==> src/design/kts_pkg.sv <==
// Package with the shared types, constants and codes of the keyframe track sampler.
`default_nettype none
package kts_pkg;
    localparam int MAX_KEYS   = 16;
    localparam int FRAME_BITS = 16;
    localparam int IDX_BITS   = $clog2(MAX_KEYS);
    localparam int CNT_BITS   = $clog2(MAX_KEYS + 1);
    localparam int VAL_BITS   = 32;
    localparam int NUM_COMP   = 4;
    localparam int T_BITS     = 17;

    typedef logic [FRAME_BITS-1:0] frame_t;
    typedef logic signed [VAL_BITS-1:0] val_t;
    typedef val_t [NUM_COMP-1:0] vec_t;

    typedef enum logic [1:0] {
        KIND_CLEAR  = 2'd0,
        KIND_INSERT = 2'd1,
        KIND_SAMPLE = 2'd2,
        KIND_NONE   = 2'd3
    } kind_t;

    typedef enum logic [2:0] {
        SRC_DEFAULT = 3'd0,
        SRC_SINGLE  = 3'd1,
        SRC_FIRST   = 3'd2,
        SRC_LAST    = 3'd3,
        SRC_EXACT   = 3'd4,
        SRC_INTERP  = 3'd5
    } source_t;

    typedef enum logic [2:0] {
        ST_IDLE,
        ST_SEARCH,
        ST_DIV,
        ST_MUL,
        ST_OUT
    } state_t;

    // Per-lane findings for one table slot.
    typedef struct packed {
        logic le;
        logic ge;
    } lane_t;
endpackage
`default_nettype wire

==> src/design/kts_lane.sv <==
// One compare lane: tests a stored key frame against the query frame.
`default_nettype none
module kts_lane (
    input  wire logic              active,
    input  wire kts_pkg::frame_t   key_frame,
    input  wire kts_pkg::frame_t   query,
    output kts_pkg::lane_t         result
);
    always_comb begin
        result.le = active && (key_frame <= query);
        result.ge = active && (key_frame >= query);
    end
endmodule
`default_nettype wire

==> config.mk <==
export PLATFORM = sky130hd
export DESIGN_NAME = kts_lane
export DESIGN_NICKNAME = d
export VERILOG_FILES = /design/src/design/kts_pkg.sv /design/src/design/kts_lane.sv
export SDC_FILE = /design/constraint.sdc
export NUM_CORES = 1
export LEC_CHECK = 0
export ABC_AREA = 1
export BUFFER_PORTS_ARGS = -buffer_cell sky130_fd_sc_hd__buf_2
export CORE_AREA = 2 2 39 41
export DETAILED_ROUTE_END_ITERATION = 16
export DIE_AREA = 0 0 41 43
export PLACE_DENSITY = 0.7
export SYNTH_ARGS = -nofsm -noshare
export SYNTH_HDL_FRONTEND = slang
export SYNTH_SLANG_ARGS = --single-unit
==> constraint.sdc <==
create_clock -name vclk -period 1.55
set_clock_uncertainty 0.2 [all_clocks]
set_input_delay 0.2325 -clock vclk [all_inputs]
set_output_delay 0.2325 -clock vclk [all_outputs]
set_load 0.02 [all_outputs]
==> impl_metrics.csv <==
group,metric,value,unit
floorplan,fp.dieH,43,um
critical_path,max_stage_delay,0.26,ns
sta,hold_ws,0.562,ns
grt,grt_max_degree,4,
power,total_power,249,uW
hold_path,min_to,"result[0]",
placed_design,placed_area,788,um2
finish,antenna_cells,0,
critical_path,startpoint_type,"input port",
critical_path,critPathLaunch,"key_frame[8]",
detailed_routing,drt-initial-drc-count,2,
detailed_routing,drt-wirelength-per-cell,9.31,um
sta,rsz0062_at_grt,"yes",
sta,worstMarginPinSlew,0.182,ns
hold_path,hold_path_class,"input port to output port",
finish,final_cells,126,
critical_path,cp-end-kind,"output port",
detailed_routing,dr.pass1.iters,2,
critical_path,cp_top_family,"simple AND/OR/NAND/NOR gates",
grt,grt_usage,0.164,
critical_path,critPathRequiredTime,1.12,ns
critical_path,worstPathMaxFanout,2,
critical_path,worstSetupPathType,"input port to output port",
finish,drive_gt1_frac,0.618,
floorplan,dieWidth,41,um
floorplan,coreArea,1380,um2
sta,slew_viol_final,0,
placed_design,dp.cells,126,
synth,syn_area,450,um2
sta,period_share,1.17,
critical_path,worst_path_max_delay_cell,"ha_4",
sta,relSlewSlack,0.878,
finish,fin_nets,161,
synth,syn_area_per_cell,6.01,um2
hold_path,min_from,"active",
detailed_routing,avgViaCountPerCell,4.37,
outcome,status,"complete, but fails checks",
finish,nClkBuffers,0,
placed_design,io_buffer_count,35,
synth,ys_types,11,
power,leakagePower,0.000494,uW
detailed_routing,post-route-drc-count,0,
sta,hold_violations,0,
sta,setup_ws,-0.260,ns
detailed_routing,routed_wl,1.17,mm
finish,syn_to_final_growth,103,%
placed_design,gp_congestion,0.669,
finish,mostFrequentLayoutCell,"buf_2",
floorplan,pin_count,35,
finish,seq_cell_count,0,
synth,yosysTopAreaCellShare,0.444,
placed_design,place_hpwl,999,um
synth,ys_seq_area_frac,0,
finish,fin_area,915,um2
flow_run,drv_cap,0,
grt,grt_pass1_vias,584,
grt,grt_pass1_wl,2.13,mm
power,p_per_area,272,nW/um2
hold_path,holdPathStages,4,
outcome,violations,"negative setup slack",
sta,min_period,1.81,ns
synth,synth_area_leaders,"ha_1, inv_1, nand2_1, a21oi_1, nor2_1",
sta,setup_viol,2,
grt,antenna_found_initial,0,
floorplan,row_count,14,
detailed_routing,num_vias,551,
synth,yosysTopAreaCell,"ha_1",
synth,synth_cells,75,
finish,final_cell_mix,"buf_2, nand2_1, inv_1",
critical_path,cpMostUsedCell,"nand3_2",
finish,regArea,0,um2
sta,max_freq,553,MHz
critical_path,path_buf_inv,3,
power,ir_drop,112,uV
synth,syn_nets,124,
critical_path,crit_chain,"buf_2 -> ha_4 -> nand4_1 -> nor3_4 -> nand3_2 -> nand3_2 -> nand2_1 -> inv_2 -> buf_6",
synth,ys_warn_count,0,
floorplan,dieArea,1760,um2
grt,overflow,0,
finish,fillers,121,
critical_path,crit_arrival,1.38,ns
clocking,hold_buffers,0,
floorplan,initial_utilization,0.325,
detailed_routing,antenna_left,0,
## synthesized netlist by cell type (all sizes together)
master	instances
nand2	18
nand4	1
nor3	1
nand3	3
a21o	1
nor2	5
a21oi	7
ha	16
o21ai	1
inv	22
## area by class of cell
type,instances,area (um2),area share
Inverter,22,103,0.112
Multi-Input combinational cell,53,559,0.611
Tap cell,16,20.0,0.0219
Timing Repair Buffer,35,233,0.254
## routing by layer
metal  up-vias  GRT usage  wire, um
met2        18      0.334       675
met3         0          0        57
li1        305          -         -
met5         -          0         0
met4         0          0         0
met1       228      0.181       439
## repair_timing
action | CTS | global route
setup endpoints to repair | 2 | 2
gates resized for setup | 22 | 4
pin swaps | 12 | 2
setup buffers | 0 | 0
## worst max path at each step
stage,to,slack [ns],cells past startpoint
after floorplan,result[0],-0.04,8
after global placement,result[0],-0.36,10
after detailed placement,result[0],-0.39,10
after CTS,result[0],-0.24,10
after global routing,result[0],-0.35,10
final,result[0],-0.26,9
## report_power, final
part           switching, uW  total [uW]  internal, uW
sequential                 0           0             0
combinational            116         249           132
clock                      0           0             0
total                    116         249           132
## per-stage QoR
| stage | utilization | TNS, ns | worst slack (ns) |
|---|---|---|---|
| finish | 0.661 | -0.502 | -0.260 |
| global route | 0.661 | -0.687 | -0.350 |
| CTS | 0.654 | -0.477 | -0.245 |
| detailed placement | 0.570 | -0.726 | -0.386 |
| global placement | 0.570 | -0.690 | -0.363 |
| floorplan | - | -0.0677 | -0.0380 |
## kinds of logic (layout without fill, tap and decap cells)
group                    after synthesis  after routing  share of synthesized area
AO/OA/AOI/OAI                          9              9                      0.106
adder cells (fa/ha/maj)               16             16                      0.444
buffers and inverters                 22             57                      0.183
AND/OR/NAND/NOR                       28             28                      0.267
(Power assumes the default switching activity.)
