--- src/design/kts_pkg.sv ---
// Package with the shared types, constants and codes of the keyframe track sampler.
`default_nettype none
package kts_pkg;
    localparam int MAX_KEYS   = 16;
    localparam int FRAME_BITS = 16;
    localparam int IDX_BITS   = $clog2(MAX_KEYS);
    localparam int CNT_BITS   = $clog2(MAX_KEYS + 1);
    localparam int VAL_BITS   = 32;
    localparam int NUM_COMP   = 4;
    localparam int T_BITS     = 17;

    typedef logic [FRAME_BITS-1:0] frame_t;
    typedef logic signed [VAL_BITS-1:0] val_t;
    typedef val_t [NUM_COMP-1:0] vec_t;

    typedef enum logic [1:0] {
        KIND_CLEAR  = 2'd0,
        KIND_INSERT = 2'd1,
        KIND_SAMPLE = 2'd2,
        KIND_NONE   = 2'd3
    } kind_t;

    typedef enum logic [2:0] {
        SRC_DEFAULT = 3'd0,
        SRC_SINGLE  = 3'd1,
        SRC_FIRST   = 3'd2,
        SRC_LAST    = 3'd3,
        SRC_EXACT   = 3'd4,
        SRC_INTERP  = 3'd5
    } source_t;

    typedef enum logic [2:0] {
        ST_IDLE,
        ST_SEARCH,
        ST_DIV,
        ST_MUL,
        ST_OUT
    } state_t;

    // Per-lane findings for one table slot.
    typedef struct packed {
        logic le;
        logic ge;
    } lane_t;
endpackage
`default_nettype wire

--- src/design/kts_merge.sv ---
// Merges lane findings into the left and right bracket indexes.
`default_nettype none
module kts_merge (
    input  wire kts_pkg::lane_t [kts_pkg::MAX_KEYS-1:0] lanes,
    output logic                          left_found,
    output logic [kts_pkg::IDX_BITS-1:0]  left_idx,
    output logic                          right_found,
    output logic [kts_pkg::IDX_BITS-1:0]  right_idx
);
    always_comb begin
        left_found  = 1'b0;
        left_idx    = '0;
        right_found = 1'b0;
        right_idx   = '0;
        // Keys are sorted, so le lanes form a prefix and ge lanes a suffix.
        for (int i = 0; i < kts_pkg::MAX_KEYS; i++) begin
            if (lanes[i].le) begin
                left_found = 1'b1;
                left_idx   = kts_pkg::IDX_BITS'(i);
            end
            if (lanes[i].ge && !right_found) begin
                right_found = 1'b1;
                right_idx   = kts_pkg::IDX_BITS'(i);
            end
        end
    end
endmodule
`default_nettype wire

--- config.mk ---
export PLATFORM = sky130hd
export DESIGN_NAME = kts_merge
export DESIGN_NICKNAME = d
export VERILOG_FILES = /design/src/design/kts_pkg.sv /design/src/design/kts_merge.sv
export SDC_FILE = /design/constraint.sdc
export NUM_CORES = 1
export LEC_CHECK = 0
export BUFFER_PORTS_ARGS = -buffer_cell sky130_fd_sc_hd__buf_2
export CAP_MARGIN = 20
export CORE_AREA = 2 2 39 41
export DETAILED_ROUTE_END_ITERATION = 10
export DIE_AREA = 0 0 41 43
export GPL_TIMING_DRIVEN = 0
export PLACE_DENSITY = 0.67
export SLEW_MARGIN = 20
export SYNTH_ARGS = -nofsm -noshare
export SYNTH_HDL_FRONTEND = slang
export SYNTH_SLANG_ARGS = --single-unit
--- constraint.sdc ---
create_clock -name vclk -period 1.4
set_clock_uncertainty 0.1 [all_clocks]
set_input_delay 0.21 -clock vclk [all_inputs]
set_output_delay 0.21 -clock vclk [all_outputs]
set_load 0.03 [all_outputs]
==> results of run 1 <==
metal layers:
| layer | part of all wire | global-route usage |
|---|---|---|
| met1 | 0.44 | 0.244 |
| met2 | 0.54 | 0.269 |
| met3 | 0.026 | 0 |
| met4 | 0 | 0 |
| met5 | 0 | 0 |
report_power, final:
group          switching [uW]  total [uW]  internal (uW)
sequential                  0           0              0
combinational             120         231            112
clock                       0           0              0
total                     120         231            112
per-stage QoR:
stage / util / power [uW] / hold WS (ps) / setup TNS, ps
final: 0.625 / 231 / 677 / -849
after global routing: 0.625 / 247 / 688 / -1070
after CTS: 0.528 / 192 / 659 / -882
after detailed placement: 0.443 / 160 / 656 / -1610
after global placement: 0.443 / 157 / 653 / -1560
after floorplan: - / 74.8 / 414 / -329
cells in the final DEF (no fill, tap or decap), drive strengths merged:
cell    count
buf        46
nor2       10
nor4        8
a21oi       6
inv         5
nand2       4
nand2b      2
or4         2
nand4       2
nor3        2
o21ai       2
o31ai       1
o311ai      1
clkinv      1
o311a       1
nor2b       1
o21bai      1
a211oi      1
or3         1
a311o       1
a21boi      1
a221oi      1
o31a        1
o22ai       1
nor3b       1
logic make-up after synthesis:
kind of cell           count (synthesis)  share of synthesized area
buffers and inverters                  6                     0.0682
AND/OR/NAND/NOR                       33                      0.549
AO/OA/AOI/OAI                         18                      0.383
final timing paths:
| check | startpoint | to | slack [ps] | depth (start not counted) |
|---|---|---|---|---|
| worst min-delay path | lanes[0] | right_idx[0] | 680 | 3 |
| worst max-delay path | lanes[30] | right_found | -230 | 5 |
worst max-delay path: stages:
cell and delay [ps]:
buf_6 90, or4_4 540, nor3_4 170, nand4_1 130, buf_6 170
final cells by class:
cell class	instances	share of cell area
Timing Repair Buffer	46	0.392
Inverter	6	0.0318
Tap cell	16	0.0232
Multi-Input combinational cell	51	0.553
what timing repair did:
action / in CTS / in global routing
resized for setup: 25 / 30
hold buffers: 0 / 0
pin swaps: 9 / 11
buffers inserted: 2 / 2
hold endpoints to repair: 0 / 0
endpoints found under the setup margin: 8 / 9
==> insert_results.sql, run 1 <==
INSERT INTO impl_metrics (metric_group, metric, value, unit) VALUES
('status', 'run_status', 'finished with violations', ''),
('status', 'failed_checks', 'negative setup slack', ''),
('placement', 'place.detailed.hpwl', '1.10', 'mm'),
('logic_synthesis', 'yosysTopAreaCell', 'nor4_1', ''),
('final_layout', 'final-instance-count-excl-fill', '119', ''),
('global_routing', 'grt_antenna_before_repair', '0', ''),
('sta', 'max-slew-margin-rel', '0.764', ''),
('sta', 'setup_ws', '-228', 'ps'),
('drt', 'drt-wirelength-per-cell', '12.3', 'um'),
('logic_synthesis', 'yosys.cell_count.top_type', 'nor2_1', ''),
('floorplan', 'floorplan.io_pins', '42', ''),
('floorplan', 'placementRows', '14', ''),
('final_layout', 'multi_input_area', '478', 'um2'),
('sta', 'worst_pin_slew', '351', 'ps'),
('final_layout', 'insertedDiodeCount', '0', ''),
('logic_synthesis', 'synth_cell_types', '26', ''),
('drt', 'drc_violation_total_after_the_first_tritonroute_iteration', '6', ''),
('placement', 'dp_slack', '-361', 'ps'),
('global_routing', 'grt_pass1_wl', '2.20', 'mm'),
('drt', 'drtAntennaViolNets', '0', ''),
('global_routing', 'largest_net_degree_at_the_start_of_global_routing', '6', ''),
('drt', 'viasPerCell', '5.18', ''),
('min_path', 'hold_path_class', 'primary input to output pin', ''),
('global_routing', 'overflow', '0', ''),
('sta', 'layout_worst_path_cycle_share', '1.16', ''),
('final_layout', 'final-seq-area', '0', 'um2'),
('run', 'cap_violations', '0', ''),
('logic_synthesis', 'post_synth.cell_area_avg', '5.80', 'um2'),
('global_routing', 'global_router_s_overall_resource_usage', '0.163', ''),
('setup_path', 'worst_setup_path_start_kind', 'primary input', ''),
('logic_synthesis', 'synth_warnings', '0', ''),
('final_layout', 'layout.filler_cells', '115', ''),
('final_layout', 'design_area', '865', 'um2'),
('setup_path', 'worstPathRequired', '1090', 'ps'),
('sta', 'timing.final.crit_period', '1630', 'ps'),
('sta', 'rsz0062_at_grt', 'true', ''),
('logic_synthesis', 'synth_seq_area_share', '0', ''),
('placement', 'buffer_ports.inserted', '42', ''),
('drt', 'post-route-drc-count', '0', ''),
('final_layout', 'final.clkbuf_count', '0', ''),
('floorplan', 'die_w', '41', 'um'),
('sta', 'setup-violations-final', '5', ''),
('final_layout', 'design.final.nets', '137', ''),
('power_and_ir_drop', 'vdd_ir_drop_max', '0.000150', 'V'),
('power_and_ir_drop', 'p_per_area', '268', 'nW/um2'),
('sta', 'maxClockFrequency', '614', 'MHz'),
('logic_synthesis', 'synthTopCellsByArea', 'nor4_1, nor2_1, a21oi_1', ''),
('placement', 'place_area', '613', 'um2'),
('final_layout', 'area.growth.synth_to_final', '162', '%'),
('setup_path', 'end_kind', 'output pin', ''),
('floorplan', 'design.die.area', '1760', 'um2'),
('final_layout', 'post_route_cells_drive_above_1_share', '0.689', ''),
('sta', 'final_hold_fails', '0', ''),
('logic_synthesis', 'mappedNetlistNets', '89', ''),
('setup_path', 'worstSetupPathType', 'primary input to output pin', ''),
('floorplan', 'floorplan.die.height', '43', 'um'),
('floorplan', 'initial_core_util', '0.239', ''),
('logic_synthesis', 'syn_inst', '57', ''),
('floorplan', 'core-area', '1380', 'um2'),
('setup_path', 'arrival', '1320', 'ps'),
('final_layout', 'nFlopsAndLatches', '0', ''),
('power_and_ir_drop', 'power.static_leakage', '0.000354', 'uW'),
('logic_synthesis', 'mappedNetlistArea', '330', 'um2'),
('sta', 'drv_slew', '0', ''),
('global_routing', 'number_of_global_route_vias_before_repair', '562', ''),
('drt', 'vias', '617', ''),
('logic_synthesis', 'fraction_of_synthesized_cell_area_taken_by_the_top_area_cell_type', '0.152', ''),
('drt', 'firstDrtPassIters', '4', ''),
('placement', 'placed_cells_incl_taps', '115', ''),
('placement', 'globalplace.congestion', '0.803', ''),
('logic_synthesis', 'synth.top_cells.by_count', 'nor2_1, nor4_1, a21oi_1, inv_1, nand2_1', ''),
('drt', 'totalWireLength', '1.47', 'mm'),
('setup_path', 'critical_path.max_fanout', '2', '');
Power figures use the tool's default switching activity.
==> run 2, diff against run 1 <==
--- a/config.mk
+++ b/config.mk
@@ -12,6 +12,7 @@
 export DIE_AREA = 0 0 41 43
 export GPL_TIMING_DRIVEN = 0
 export PLACE_DENSITY = 0.67
+export SETUP_SLACK_MARGIN = 0.5
 export SLEW_MARGIN = 20
 export SYNTH_ARGS = -nofsm -noshare
 export SYNTH_HDL_FRONTEND = slang
==> insert_results.sql, run 2 (synthesized netlist as in run 1, its figures left out) <==
INSERT INTO impl_metrics (metric_group, metric, value, unit) VALUES
('sta', 'worst_pin_slew', '332', 'ps'),
('setup_path', 'worst_setup_path_start_kind', 'primary input', ''),
('final_layout', 'layout.filler_cells', '100', ''),
('setup_path', 'cp.buffers_inverters', '2', ''),
('global_routing', 'grt_antenna_before_repair', '0', ''),
('sta', 'final_hold_fails', '0', ''),
('drt', 'post-route-drc-count', '0', ''),
('floorplan', 'design.die.area', '1760', 'um2'),
('setup_path', 'setup.worst_path.start', 'lanes[30]', ''),
('status', 'run_status', 'finished with violations', ''),
('global_routing', 'global_router_s_overall_resource_usage', '0.201', ''),
('global_routing', 'overflow', '0', ''),
('status', 'failed_checks', 'negative setup slack', ''),
('placement', 'place.detailed.hpwl', '1.15', 'mm'),
('sta', 'setup_ws', '-223', 'ps'),
('global_routing', 'number_of_global_route_vias_before_repair', '631', ''),
('floorplan', 'placementRows', '14', ''),
('final_layout', 'fin_util', '0.740', ''),
('setup_path', 'worstPathRequired', '1090', 'ps'),
('global_routing', 'grt_pass1_wl', '2.59', 'mm'),
('setup_path', 'critical-path-max-stage-delay', '550', 'ps'),
('setup_path', 'cpMostUsedCell', 'buf_6', ''),
('final_layout', 'area.growth.synth_to_final', '210', '%'),
('setup_path', 'worstSetupPathType', 'primary input to output pin', ''),
('power_and_ir_drop', 'p_per_area', '267', 'nW/um2'),
('setup_path', 'slowest_stage', 'or4_4', ''),
('drt', 'drc_violation_total_after_the_first_tritonroute_iteration', '15', ''),
('sta', 'max-slew-margin-rel', '0.777', ''),
('sta', 'setup-violations-final', '5', ''),
('power_and_ir_drop', 'vdd_ir_drop_max', '0.000186', 'V'),
('final_layout', 'post_route_cells_drive_above_1_share', '0.736', ''),
('final_layout', 'final.clkbuf_count', '0', ''),
('setup_path', 'worst_path_dominant_cell_family', 'simple AND/OR/NAND/NOR gates', ''),
('setup_path', 'worst_setup_path_endpoint', 'right_found', ''),
('floorplan', 'core-area', '1380', 'um2'),
('floorplan', 'initial_core_util', '0.239', ''),
('drt', 'vias', '658', ''),
('drt', 'drt-wirelength-per-cell', '15.2', 'um'),
('floorplan', 'floorplan.die.height', '43', 'um'),
('sta', 'maxClockFrequency', '616', 'MHz'),
('final_layout', 'final-instance-count-excl-fill', '122', ''),
('setup_path', 'arrival', '1310', 'ps'),
('power_and_ir_drop', 'power.static_leakage', '0.000423', 'uW'),
('sta', 'hold_ws', '617', 'ps'),
('drt', 'drtAntennaViolNets', '0', ''),
('drt', 'viasPerCell', '5.39', ''),
('floorplan', 'die_w', '41', 'um'),
('sta', 'rsz0062_at_grt', 'true', ''),
('final_layout', 'insertedDiodeCount', '0', ''),
('setup_path', 'crit_cells', '5', ''),
('min_path', 'hold_path_class', 'primary input to output pin', ''),
('drt', 'totalWireLength', '1.85', 'mm'),
('setup_path', 'end_kind', 'output pin', ''),
('setup_path', 'critical_path.max_fanout', '2', ''),
('final_layout', 'final-seq-area', '0', 'um2'),
('sta', 'drv_slew', '0', ''),
('placement', 'dp_slack', '-340', 'ps'),
('final_layout', 'most-common-layout-cells', 'buf_2, buf_6, buf_4', ''),
('floorplan', 'floorplan.io_pins', '42', ''),
('drt', 'firstDrtPassIters', '4', ''),
('setup_path', 'crit_chain', 'buf_6, or4_4, nor3_4, nand4_1, buf_6', ''),
('run', 'cap_violations', '0', ''),
('placement', 'buffer_ports.inserted', '42', ''),
('clocking', 'hold_buffers', '0', ''),
('placement', 'placed_cells_incl_taps', '115', ''),
('final_layout', 'design.final.nets', '140', ''),
('global_routing', 'largest_net_degree_at_the_start_of_global_routing', '6', ''),
('sta', 'layout_worst_path_cycle_share', '1.16', ''),
('placement', 'globalplace.congestion', '0.795', ''),
('sta', 'timing.final.crit_period', '1620', 'ps'),
('final_layout', 'nFlopsAndLatches', '0', '');
-- run 2: changes by cell type in the layout (fill, tap and decap cells not counted), sizes merged --
cell    delta
clkinv     -1
buf        +2
inv        +1
clkbuf     +1
-- run 2: worst min-delay path by stage --
stage | start | to | slack [ps] | depth (start not counted)
after floorplan | lanes[17] | left_idx[0] | 390 | 1
after CTS | lanes[17] | left_idx[0] | 610 | 3
after detailed placement | lanes[0] | right_idx[0] | 690 | 3
after global routing | lanes[17] | left_idx[0] | 630 | 3
after global placement | lanes[0] | right_idx[0] | 680 | 3
final | lanes[17] | left_idx[0] | 620 | 3
-- run 2: final cells by class --
cell class	count	area, um2	share of cell area
timing repair buffer	49	450	0.440
inverter	6	22.5	0.0220
multi-input combinational	51	531	0.518
tap	16	20.0	0.0196
-- run 2: per-stage QoR --
| step | TNS, ps | cell area [um2] | power, uW |
|---|---|---|---|
| final | -887 | 1020 | 273 |
| after floorplan | -311 | 458 | 83.8 |
| after global routing | -1150 | 1020 | 289 |
| after global placement | -1400 | 688 | 178 |
| after detailed placement | -1490 | 688 | 182 |
| after CTS | -866 | 940 | 247 |
-- run 2: timing repair --
| action | in CTS | in global routing |
|---|---|---|
| resized for setup | 56 | 12 |
| pin swaps | 18 | 15 |
| buffers inserted | 3 | 4 |
| endpoints found under the setup margin | 10 | 10 |
-- run 2: layer usage --
metal  global-route usage  up-vias  wire, um
li1                     -      322         -
met1                0.241      311       681
met2                0.366       18      1060
met3               0.0105        7        56
met4               0.0400        0        46
met5                    0        -         0
-- run 2: report_power, final --
part / internal [uW] / leakage (uW) / switching [uW]
clock: 0 / 0 / 0
sequential: 0 / 0 / 0
combinational: 140 / 0.000423 / 133
total: 140 / 0.000423 / 133
